===== src/design/utf8_glyph_index_decoder_core_macros.svh =====
// assertion macros for the utf8 glyph index decoder
`ifndef UTF8_GLYPH_INDEX_DECODER_CORE_MACROS_SVH
`define UTF8_GLYPH_INDEX_DECODER_CORE_MACROS_SVH

`ifndef SYNTH

// check on every clock edge outside reset
`define UGID_ASSERT(label, prop, msg) \
    label: assert property (@(posedge i_clk) disable iff (!i_rst_n) prop) else $error(msg);

// check on every clock edge, reset included
`define UGID_ASSERT_ALWAYS(label, prop, msg) \
    label: assert property (@(posedge i_clk) prop) else $error(msg);

`else

`define UGID_ASSERT(label, prop, msg)

`define UGID_ASSERT_ALWAYS(label, prop, msg)

`endif

`endif


===== src/design/ugid_pkg.sv =====
// types and constants of the utf8 glyph index decoder
package ugid_pkg;

    typedef logic [7:0]  t_byte;
    typedef logic [7:0]  t_glyph;
    typedef logic [1:0]  t_used;
    typedef logic [23:0] t_code;

    localparam int     ROM_SIZE       = 134;
    localparam t_glyph GLYPH_FALLBACK = 8'd95;
    localparam t_glyph GLYPH_ROM_BASE = 8'd96;
    localparam t_byte  ASCII_BASE     = 8'd32;
    localparam t_byte  ASCII_MAX      = 8'h7F;

    localparam t_byte  LEAD3_MASK     = 8'hE8;
    localparam t_byte  LEAD3_VALUE    = 8'hE0;
    localparam t_byte  LEAD2_MASK     = 8'hE0;
    localparam t_byte  LEAD2_VALUE    = 8'hC0;

    localparam t_used  USED_ONE       = 2'd1;
    localparam t_used  USED_TWO       = 2'd2;
    localparam t_used  USED_THREE     = 2'd3;

    // packed vietnamese code points, glyph slot is base plus position
    localparam t_code VIET_ROM [ROM_SIZE] = '{
        24'h00C380, 24'h00C381, 24'hE1BAA2, 24'h00C383, 24'hE1BAA0,
        24'h00C482, 24'hE1BAB0, 24'hE1BAAE, 24'hE1BAB2, 24'hE1BAB4,
        24'hE1BAB6, 24'h00C382, 24'hE1BAA6, 24'hE1BAA4, 24'hE1BAA8,
        24'hE1BAAA, 24'hE1BAAC, 24'h00C490, 24'h00C388, 24'h00C389,
        24'hE1BABA, 24'hE1BABC, 24'hE1BAB8, 24'h00C38A, 24'hE1BB80,
        24'hE1BABE, 24'hE1BB82, 24'hE1BB84, 24'hE1BB86, 24'h00C38C,
        24'h00C38D, 24'hE1BB88, 24'h00C4A8, 24'hE1BB8A, 24'h00C392,
        24'h00C393, 24'hE1BB8E, 24'h00C395, 24'hE1BB8C, 24'h00C394,
        24'hE1BB92, 24'hE1BB90, 24'hE1BB94, 24'hE1BB96, 24'hE1BB98,
        24'h00C6A0, 24'hE1BB9C, 24'hE1BB9A, 24'hE1BB9E, 24'hE1BBA0,
        24'hE1BBA2, 24'h00C399, 24'h00C39A, 24'hE1BBA6, 24'h00C5A8,
        24'hE1BBA4, 24'h00C6AF, 24'hE1BBAA, 24'hE1BBA8, 24'hE1BBAC,
        24'hE1BBAE, 24'hE1BBB0, 24'hE1BBB2, 24'h00C39D, 24'hE1BBB6,
        24'hE1BBB8, 24'hE1BBB4, 24'h00C3A0, 24'h00C3A1, 24'hE1BAA3,
        24'h00C3A3, 24'hE1BAA1, 24'h00C483, 24'hE1BAB1, 24'hE1BAAF,
        24'hE1BAB3, 24'hE1BAB5, 24'hE1BAB7, 24'h00C3A2, 24'hE1BAA7,
        24'hE1BAA5, 24'hE1BAA9, 24'hE1BAAB, 24'hE1BAAD, 24'h00C491,
        24'h00C3A8, 24'h00C3A9, 24'hE1BABB, 24'hE1BABD, 24'hE1BAB9,
        24'h00C3AA, 24'hE1BB81, 24'hE1BABF, 24'hE1BB83, 24'hE1BB85,
        24'hE1BB87, 24'h00C3AC, 24'h00C3AD, 24'hE1BB89, 24'h00C4A9,
        24'hE1BB8B, 24'h00C3B2, 24'h00C3B3, 24'hE1BB8F, 24'h00C3B5,
        24'hE1BB8D, 24'h00C3B4, 24'hE1BB93, 24'hE1BB91, 24'hE1BB95,
        24'hE1BB97, 24'hE1BB99, 24'h00C6A1, 24'hE1BB9D, 24'hE1BB9B,
        24'hE1BB9F, 24'hE1BBA1, 24'hE1BBA3, 24'h00C3B9, 24'h00C3BA,
        24'hE1BBA7, 24'h00C5A9, 24'hE1BBA5, 24'h00C6B0, 24'hE1BBAB,
        24'hE1BBA9, 24'hE1BBAD, 24'hE1BBAF, 24'hE1BBB1, 24'hE1BBB3,
        24'h00C3BD, 24'hE1BBB7, 24'hE1BBB9, 24'hE1BBB5
    };

endpackage


===== src/design/utf8_glyph_index_decoder_core.sv =====
// utf8 glyph index decoder: three text bytes in, one glyph slot and byte count out
//
// input channel: i_valid / o_stall with the lead, second and third bytes of the
// current text window; a transfer happens on a rising edge with i_valid high
// and o_stall low
// output channel: o_valid / i_stall with the glyph slot and the number of bytes
// the character used; a transfer happens with o_valid high and i_stall low
// data path: the bytes land in an input register, the decode
// (ascii map, lead byte classification, parallel compare against the
// vietnamese rom) runs between that register and the result register
// throughput is one item per cycle, set by the single registered decode pass,
// but while the receiver stalls the result register holds its payload; one more
// item can still be taken into the input register, after that o_stall rises
// and stays high until the receiver takes the waiting result
// synchronous active low reset empties both registers, dropping any item they
// hold; reset itself produces no item
// the caller advances its text window by o_bytes_used after each transfer

`include "utf8_glyph_index_decoder_core_macros.svh"

module utf8_glyph_index_decoder_core
    import ugid_pkg::*;
(
    input  logic   i_clk,
    input  logic   i_rst_n,
    input  logic   i_valid,
    output logic   o_stall,
    input  t_byte  i_lead_byte,
    input  t_byte  i_second_byte,
    input  t_byte  i_third_byte,
    output logic   o_valid,
    input  logic   i_stall,
    output t_glyph o_glyph_index,
    output t_used  o_bytes_used
);

    // input register
    logic   r_in_valid;
    t_byte  r_lead;
    t_byte  r_second;
    t_byte  r_third;

    // result register
    logic   r_out_valid;
    t_glyph r_glyph;
    t_used  r_used;

    // decode path
    logic   out_blocked;
    logic   in_advance;
    logic   in_load;
    t_code  code;
    t_used  form_len;
    logic   rom_hit;
    t_glyph rom_idx;
    t_glyph n_glyph;
    t_used  n_used;

    // result register can take a new item unless it holds one that is stalled
    assign out_blocked = r_out_valid && i_stall;
    assign in_advance  = r_in_valid && !out_blocked;
    // input register refills when empty or when its item moves on
    assign o_stall     = r_in_valid && out_blocked;
    assign in_load     = i_valid && !o_stall;

    // classify the lead byte and pack the code
    always_comb begin
        code     = '0;
        form_len = USED_ONE;
        if ((r_lead & LEAD3_MASK) == LEAD3_VALUE) begin
            code     = {r_lead, r_second, r_third};
            form_len = USED_THREE;
        end else if ((r_lead & LEAD2_MASK) == LEAD2_VALUE) begin
            code     = {8'h00, r_lead, r_second};
            form_len = USED_TWO;
        end
    end

    // parallel compare against the rom, lowest matching slot wins
    always_comb begin
        rom_hit = 1'b0;
        rom_idx = '0;
        for (int k = ROM_SIZE - 1; k >= 0; k--) begin
            if (code == VIET_ROM[k]) begin
                rom_hit = 1'b1;
                rom_idx = t_glyph'(k);
            end
        end
    end

    // final glyph selection
    always_comb begin
        n_glyph = GLYPH_FALLBACK;
        n_used  = USED_ONE;
        if (r_lead > ASCII_MAX) begin
            // a code of zero (other high lead byte) never hits the rom
            if (rom_hit && form_len != USED_ONE) begin
                n_glyph = GLYPH_ROM_BASE + rom_idx;
                n_used  = form_len;
            end
        end else if (r_lead >= ASCII_BASE) begin
            n_glyph = r_lead - ASCII_BASE;
        end
    end

    always_ff @(posedge i_clk) begin
        if (!i_rst_n) begin
            r_in_valid  <= 1'b0;
            r_out_valid <= 1'b0;
        end else begin
            if (in_load) begin
                r_in_valid <= 1'b1;
            end else if (in_advance) begin
                r_in_valid <= 1'b0;
            end
            if (!out_blocked) begin
                r_out_valid <= r_in_valid;
            end
        end
    end

    // payload registers, no reset
    always_ff @(posedge i_clk) begin
        if (in_load) begin
            r_lead   <= i_lead_byte;
            r_second <= i_second_byte;
            r_third  <= i_third_byte;
        end
        if (in_advance) begin
            r_glyph <= n_glyph;
            r_used  <= n_used;
        end
    end

    assign o_valid       = r_out_valid;
    assign o_glyph_index = r_glyph;
    assign o_bytes_used  = r_used;

    // stall toward the sender only with both registers full
    `UGID_ASSERT_ALWAYS(a_stall_full, o_stall |-> (r_in_valid && r_out_valid), "stall not full")
    // a transfer in always leaves an item in the input register
    `UGID_ASSERT(a_load_held, (i_valid && !o_stall) |=> r_in_valid, "accepted item dropped")
    // a two or three byte result always comes from the rom range
    `UGID_ASSERT(a_multi_rom, r_out_valid && r_used[1] |-> r_glyph >= GLYPH_ROM_BASE, "low glyph")
    // byte count is never zero on a valid result
    `UGID_ASSERT(a_used_nonzero, r_out_valid |-> (r_used != 2'd0), "zero byte count")

endmodule


===== config.mk =====
export PLATFORM = sky130hd
export DESIGN_NAME = utf8_glyph_index_decoder_core
export DESIGN_NICKNAME = d
export VERILOG_FILES = /design/src/design/ugid_pkg.sv /design/src/design/utf8_glyph_index_decoder_core.sv
export VERILOG_INCLUDE_DIRS = /design/src /design/src/design
export SDC_FILE = /design/constraint.sdc
export NUM_CORES = 1
export LEC_CHECK = 0
export ABC_AREA = 1
export BUFFER_PORTS_ARGS = -buffer_cell sky130_fd_sc_hd__buf_2
export CELL_PAD_IN_SITES_DETAIL_PLACEMENT = 1
export CELL_PAD_IN_SITES_GLOBAL_PLACEMENT = 1
export CORE_MARGIN = 2
export CORE_UTILIZATION = 38
export CTS_CLUSTER_SIZE = 25
export DETAILED_ROUTE_END_ITERATION = 10
export GPL_ROUTABILITY_DRIVEN = 1
export GPL_TIMING_DRIVEN = 0
export PLACE_DENSITY = 0.79
export SLEW_MARGIN = 20
export SYNTH_ARGS = -nofsm -noshare
export SYNTH_HDL_FRONTEND = slang
export SYNTH_SLANG_ARGS = --single-unit

===== constraint.sdc =====
create_clock -name i_clk -period 4.7 [get_ports i_clk]
set_input_delay 0.235 -clock i_clk [delete_from_list [all_inputs] [get_ports i_clk]]
set_output_delay 0.235 -clock i_clk [all_outputs]
set_load 0.01 [all_outputs]

# ---- Word level (Yosys, flattened, before mapping)
# Cells that the tools add are included.
dict set report op_classes {
  addsub 2
  n_lt_le_gt_ge 2
  eq_ne 137
  muxes 277
  n_reduce_logical 9
}
# operator n
set op_table {}
lappend op_table {{equality test 24 bit, second input constant} 90}
lappend op_table {{2-to-1 mux 8 bit} 137}
lappend op_table {{equality test 24 x 16 -> 1 bit, second input constant} 44}
lappend op_table {{2-to-1 mux 1 bit} 136}
lappend op_table {{2-to-1 mux 24 bit} 1}
lappend op_table {{2-to-1 mux 16 bit} 1}
lappend op_table {{adder 7 x 8 -> 8 bit, first input constant} 1}
lappend op_table {{>= comparator 8 x 6 -> 1 bit, second input constant} 1}
lappend op_table {{greater-than comparator 8 x 7 -> 1 bit, second input constant} 1}
lappend op_table {{subtractor 8 x 6 -> 8 bit, second input constant} 1}
lappend op_table {{logical AND 1 bit} 5}
lappend op_table {{equality test 4 bit, second input constant} 1}
lappend op_table {{2-to-1 mux 2 bit} 2}
lappend op_table {{equality test 3 bit, second input constant} 1}
lappend op_table {{zero test 1 bit} 2}
lappend op_table {{!= test 2 x 1 -> 1 bit, second input constant} 1}
lappend op_table {{AND reduction 2 bit} 1}
lappend op_table {{nonzero test 2 bit} 1}
dict set report totals {
  regBits 36
  word_cells 434
}

# ---- Depth between registers and ports, before layout
dict set report depth {
  depth_word 141
  depth_mapped 47
}

# ---- Worst setup path before layout
# No wires, ideal clock.
dict set report synth_path {
  path_kind {register -> register}
  from {register r_lead[5]}
  to {register r_glyph[0], in the netlist o_glyph_index[0] (data pin)}
  setup_time_ns 0.253
  arrival_time_ns 4.130
  setup_slack_ns 0.317
  path_stages_with_launch 47
  n_path_buf 1
  period_less_slack_ns 4.383
  path_cell_list {edfxtp_1 > inv_1 > ha_1 > nand2_2 > inv_2 > buf_4 > nand2_1 > nand2_1 > nand2_2 > nand3_2 > inv_1 > nand2_2 > nor2_1 > nor2_1 > nand4_1 > nor2_1 > nand4_1 > nor2_1 > [... 11 more ...] > nor2_1 > nand4_1 > nor2_1 > nand4_1 > nor2_1 > nand4_1 > nor2_1 > nand4_1 > nor2_1 > nand4_1 > nor2_1 > nand4_1 > nor2_1 > nand4_1 > nor2_1 > nand4_1 > nor2_1 > nor2_1}
}
dict set report synth_via {
  elab_chain_len 141
  elab_cells_between_ends 416
}
# element line_no
set synth_rtl {}
lappend synth_rtl {{start: declaration} utf8_glyph_index_decoder_core.sv:39} ;# t_byte r_lead;
lappend synth_rtl {{start signal: assignment} utf8_glyph_index_decoder_core.sv:125} ;# r_lead <= i_lead_byte;
lappend synth_rtl {{equality test 3 bit} utf8_glyph_index_decoder_core.sv:73} ;# end else if ((r_lead & LEAD2_MASK) == LEAD2_VALUE) begin
lappend synth_rtl {{2-to-1 mux 16 bit} utf8_glyph_index_decoder_core.sv:73}
lappend synth_rtl {{2-to-1 mux 24 bit} utf8_glyph_index_decoder_core.sv:70} ;# if ((r_lead & LEAD3_MASK) == LEAD3_VALUE) begin
lappend synth_rtl {{equality test 24 bit} utf8_glyph_index_decoder_core.sv:84} ;# if (code == VIET_ROM[k]) begin
lappend synth_rtl {{2-to-1 mux 8 bit or 2-to-1 mux 1 bit (tied branches) (134 in a row)} utf8_glyph_index_decoder_core.sv:84}
lappend synth_rtl {{adder 7 x 8 -> 8 bit or logical AND 1 bit (tied branches)} {utf8_glyph_index_decoder_core.sv:98, utf8_glyph_index_decoder_core.sv:97}}
lappend synth_rtl {{2-to-1 mux 8 bit} utf8_glyph_index_decoder_core.sv:97} ;# if (rom_hit && form_len != USED_ONE) begin
lappend synth_rtl {{2-to-1 mux 8 bit (*)} utf8_glyph_index_decoder_core.sv:95} ;# if (r_lead > ASCII_MAX) begin
lappend synth_rtl {{net n_glyph[0]} utf8_glyph_index_decoder_core.sv:56} ;# t_glyph n_glyph;
lappend synth_rtl {{end signal: assignment} utf8_glyph_index_decoder_core.sv:130} ;# r_glyph <= n_glyph;
lappend synth_rtl {{end: declaration} utf8_glyph_index_decoder_core.sv:45} ;# t_glyph r_glyph;
# Mark *: on every way through the listed nets, which the timed path passes. The rest lies on a longest branch.
# A chain may end at the register's enable or synchronous reset.

# ---- Final worst setup path
dict set report layout_path {
  from {register r_lead[3]}
  to {register r_glyph[0], in the netlist o_glyph_index[0] (data pin)}
}
dict set report layout_via {
  elab_chain_len 140
  elab_cells_between_ends 414
}
# element line_no
set layout_rtl {}
lappend layout_rtl {{equality test 4 bit or 2-to-1 mux 16 bit (tied branches)} {utf8_glyph_index_decoder_core.sv:70, utf8_glyph_index_decoder_core.sv:73}}
lappend layout_rtl {{2-to-1 mux 24 bit} utf8_glyph_index_decoder_core.sv:70}
lappend layout_rtl {{equality test 24 bit} utf8_glyph_index_decoder_core.sv:84}
lappend layout_rtl {{2-to-1 mux 8 bit or 2-to-1 mux 1 bit (tied branches) (134 in a row)} utf8_glyph_index_decoder_core.sv:84}
lappend layout_rtl {{adder 7 x 8 -> 8 bit or logical AND 1 bit (tied branches)} {utf8_glyph_index_decoder_core.sv:98, utf8_glyph_index_decoder_core.sv:97}}
lappend layout_rtl {{2-to-1 mux 8 bit} utf8_glyph_index_decoder_core.sv:97}
lappend layout_rtl {{2-to-1 mux 8 bit (*)} utf8_glyph_index_decoder_core.sv:95}
lappend layout_rtl {{net n_glyph[0]} utf8_glyph_index_decoder_core.sv:56}
# Marks and branches as above.

==> results_tabular.tex <==
\begin{tabular}{lr}
\hline
Metric & Value \\
\hline
\multicolumn{2}{l}{\textbf{Power and ir drop}} \\
\quad Power per unit of standard cell area & 165 nW/um\^{}2 \\
\quad Max rail drop VDD & 0.328 mV \\
\quad Leakage component of the power & 2.34 nW \\
\quad Power after layout & 0.926 mW \\
\multicolumn{2}{l}{\textbf{Worst setup path}} \\
\quad Beginning of the critical path & r\_lead[3] \\
\quad Arrival @ worst endpoint & 5.79 ns \\
\quad R2R Path End & o\_glyph\_index[0] \\
\quad Kind of start point of the critical path & flip-flop \\
\quad Most common cell on crit path & nor2\_1 \\
\quad Largest stage delay, worst path & 0.51 ns \\
\quad Critical Path Slowest Stage Cell & edfxtp\_1 \\
\quad Crit path kind & reg2reg \\
\quad Number of cells on the worst reg-to-reg path & 41 \\
\quad Maximum fanout encountered on the critical timing path & 10 \\
\quad Origin of the critical flop-to-flop path & r\_lead[3] \\
\quad Required time reported for the critical path endpoint & 4.75 ns \\
\quad R2R Setup Slk & -1.04 ns \\
\quad Endpoint class of the critical path & flip-flop \\
\multicolumn{2}{l}{\textbf{Global routing}} \\
\quad Number of antenna violations at the first check in global routing & 0 \\
\quad Overall fraction of global-route tracks in use & 40.0\% \\
\quad Maximum number of pins on one net before global-route repair & 25 \\
\quad Via count of the first global-routing pass & 6,450 \\
\quad M2 GR Usage & 66.9\% \\
\quad Global routing usage on met1 & 49.6\% \\
\quad Wire length of the first global-routing pass & 38,500 um \\
\quad M3 GR Usage & 5.89\% \\
\quad Remaining global-route overflow & 0 \\
\quad GRT Max-Usage Layer & met2 \\
\multicolumn{2}{l}{\textbf{Timing}} \\
\quad Setup skew after layout & 0.00665 ns \\
\quad Final number of setup-violating endpoints & 2 \\
\quad Total negative slack for setup checks & -1.19 ns \\
\quad Final Hold Viols & 0 \\
\quad Hold slack final & 0.117 ns \\
\quad Relative max-transition margin & 29.3\% \\
\quad Measured slew at the worst slew-check pin & 1.06 ns \\
\quad Minimum clock period after layout & 5.74 ns \\
\quad Maximum operating frequency & 174 MHz \\
\quad Final Worst Setup Slack & -1.04 ns \\
\quad Ratio of final minimum period to clock period & 122\% \\
\quad Setup repair after global routing missed its margin & yes \\
\quad Number of slew-limit violations in the final report & 0 \\
\multicolumn{2}{l}{\textbf{Detailed routing}} \\
\quad Pre-antenna DRT Iters & 6 \\
\quad Vias & 6,483 \\
\quad Routed vias/inst & 6.56 \\
\quad Final antenna-violating net count & 0 \\
\quad Remaining routing DRC violations & 0 \\
\quad Initial drt markers & 892 \\
\quad Routed wire length per instance & 27.6 um \\
\quad Final WL & 27,300 um \\
\multicolumn{2}{l}{\textbf{Placed design}} \\
\quad Post-Place Setup Slack & -1.22 ns \\
\quad HPWL after DPL & 18,700 um \\
\quad Total of buffers placed on input and output ports & 39 \\
\quad Routability congestion estimate from global placement & 1.04 \\
\multicolumn{2}{l}{\textbf{Worst hold path}} \\
\quad Hold wc startpoint & i\_lead\_byte[2] \\
\quad Cell depth of the worst min-delay path & 1 \\
\quad Worst Hold Endpoint & r\_lead[2] \\
\quad Worst hold-check path type & in2reg \\
\multicolumn{2}{l}{\textbf{Layout}} \\
\quad Nets & 876 \\
\quad Most used cells in the layout excluding fill and tap cells & nor2\_1, inv\_1, nand2\_1, nand4\_1, buf\_2 \\
\quad Synth-to-layout area growth & 24.5\% \\
\quad Most common library cell in the layout ignoring fill and taps & nor2\_1 \\
\quad Layout Utilization & 48.7\% \\
\quad Layout cell share with drive strength beyond 1 & 19.3\% \\
\quad Antenna cells & 0 \\
\multicolumn{2}{l}{\textbf{CTS}} \\
\quad Number of H-tree branching levels & 2 \\
\quad Root Buffer Master & clkbuf\_16 \\
\quad Clock tree from TritonCTS & built \\
\quad Clk Latency, worst-skew pair & 0.29 ns \\
\quad CTS Sinks & 36 \\
\quad Clock transition time at the flip-flop clock pins of the worst setup and hold paths & 0.06 ns \\
\quad Maximum buffer depth of the clock tree & 2 \\
\quad Clock buffers created by TritonCTS & 5 \\
\multicolumn{2}{l}{\textbf{Synth}} \\
\quad Post-synthesis register bit count & 36 \\
\quad Post-Synthesis Cell Area & 4510 sq um \\
\quad Distinct cell type count after synthesis & 46 \\
\quad Avg Cell Area, Syn & 5.90 sq um \\
\quad Synthesized netlist net count & 795 \\
\quad Sequential area share after synthesis & 23.5\% \\
\quad Total of warnings raised by yosys & 0 \\
\quad Post-Synthesis Cells & 764 \\
\multicolumn{2}{l}{\textbf{Die}} \\
\quad Die Span X & 113 um \\
\quad Starting density of the core & 39.1\% \\
\quad Die area & 12,700 sq um \\
\quad Number of rows in the core area & 39 \\
\quad Area of the core region & 11,500 sq um \\
\quad Height of the chip & 113 um \\
\quad Top-Level Pins & 40 \\
\multicolumn{2}{l}{\textbf{Status}} \\
\quad Status & finished, violations left \\
\quad Failing checks & negative setup slack \\
\multicolumn{2}{l}{\textbf{Flow run}} \\
\quad Max\_cap viols & 0 \\
\hline
\end{tabular}
[synthesized netlist by cell type (all sizes together)]
cell,n,share of area (%)
nor2,177,15
inv,136,11
nand2,130,12
nand4,41,5.7
nand3,38,4.6
o21ai,36,4.1
a21oi,35,3.9
edfxtp,34,23
nor3,30,3.3
nor4,16,2.2
o22ai,10,1.4
a211oi,9,1.5
o211ai,9,1.5
buf,8,1.3
clkbuf,8,0.67
o2111ai,8,1.6
a31oi,7,0.97
nand3b,6,1.0
a22oi,5,0.83
clkinv,3,0.25
ha,3,0.83
a32oi,2,0.39
dfxtp,2,0.89
a2111o,1,0.25
a221oi,1,0.19
a32o,1,0.22
a41oi,1,0.19
nor3b,1,0.17
o211a,1,0.22
o21a,1,0.17
o221ai,1,0.19
o31ai,1,0.17
o41ai,1,0.19
or4,1,0.17
[layer usage]
layer,part of all wire (%),vias up
met4,8.6,0
met5,0,-
met1,36,3036
met3,10,179
li1,-,2754
met2,45,514
[cells by family (layout without fill, tap and decap cells)]
| kind of cell | Yosys count | after routing | share of synthesized area, % |
|---|---|---|---|
| AO/OA/AOI/OAI | 130 | 130 | 17.9 |
| adder cells (fa/ha/maj) | 3 | 3 | 0.833 |
| buffers and inverters | 155 | 237 | 13.6 |
| flip-flops | 36 | 36 | 23.5 |
| AND/OR/NAND/NOR | 440 | 440 | 44.1 |
[worst max-delay path by stage]
stage	end	slack, ns	cells after the start
after floorplan	o_glyph_index[0]	0.32	46
after global placement	o_glyph_index[0]	-1.02	47
after detailed placement	o_glyph_index[0]	-1.22	47
after CTS	o_glyph_index[0]	-0.83	46
after global routing	o_glyph_index[0]	-1.54	41
final	o_glyph_index[0]	-1.04	41
[area by class of cell]
cell class / count / area (sq um)
Fill cell: 1578 / 5900
Multi-Input combinational cell: 573 / 3040
Sequential cell: 36 / 1060
Inverter: 139 / 539
Timing Repair Buffer: 74 / 507
Tap cell: 143 / 179
Clock buffer: 6 / 129
Buffer: 16 / 120
Clock inverter: 2 / 35.0
[through the flow]
step / cell area [sq um] / std cells
floorplan: 4510 / 764
global placement: 4880 / 946
detailed placement: 4880 / 946
CTS: 5320 / 972
global route: 5610 / 989
finish: 5610 / 989
[worst max-delay path: cells and delay by family (launching register included)]
kind,cells,cell delay (ns)
buffers and inverters,2,0.33
DFF,1,0.51
and+or+nand+nor,38,4.30
AOI/OAI and AO/OA,1,0.33
[where the power goes]
| part | internal, mW | switching (mW) | total [mW] |
|---|---|---|---|
| Sequential | 0.372 | 0.0145 | 0.386 |
| Clock | 0.250 | 0.144 | 0.394 |
| Combinational | 0.0457 | 0.100 | 0.146 |
| Total | 0.667 | 0.259 | 0.926 |
[sequential cells by signal, summed over array words and instances, names as in the netlist]
| signal | flops |
|---|---|
| o_bytes_used | 2 |
| o_valid | 1 |
| r_in_valid | 1 |
| r_second | 8 |
| r_third | 8 |
| r_lead | 8 |
| o_glyph_index | 8 |
[what timing repair did]
action                                  CTS  global route
setup buffers                            18            16
resized for setup                        43            48
pin swaps                                12            19
hold endpoints to repair                  0             0
cloned                                    0             1
hold buffers                              0             0
endpoints found under the setup margin   10            10
Note: power is estimated with default switching activity, not from simulation.
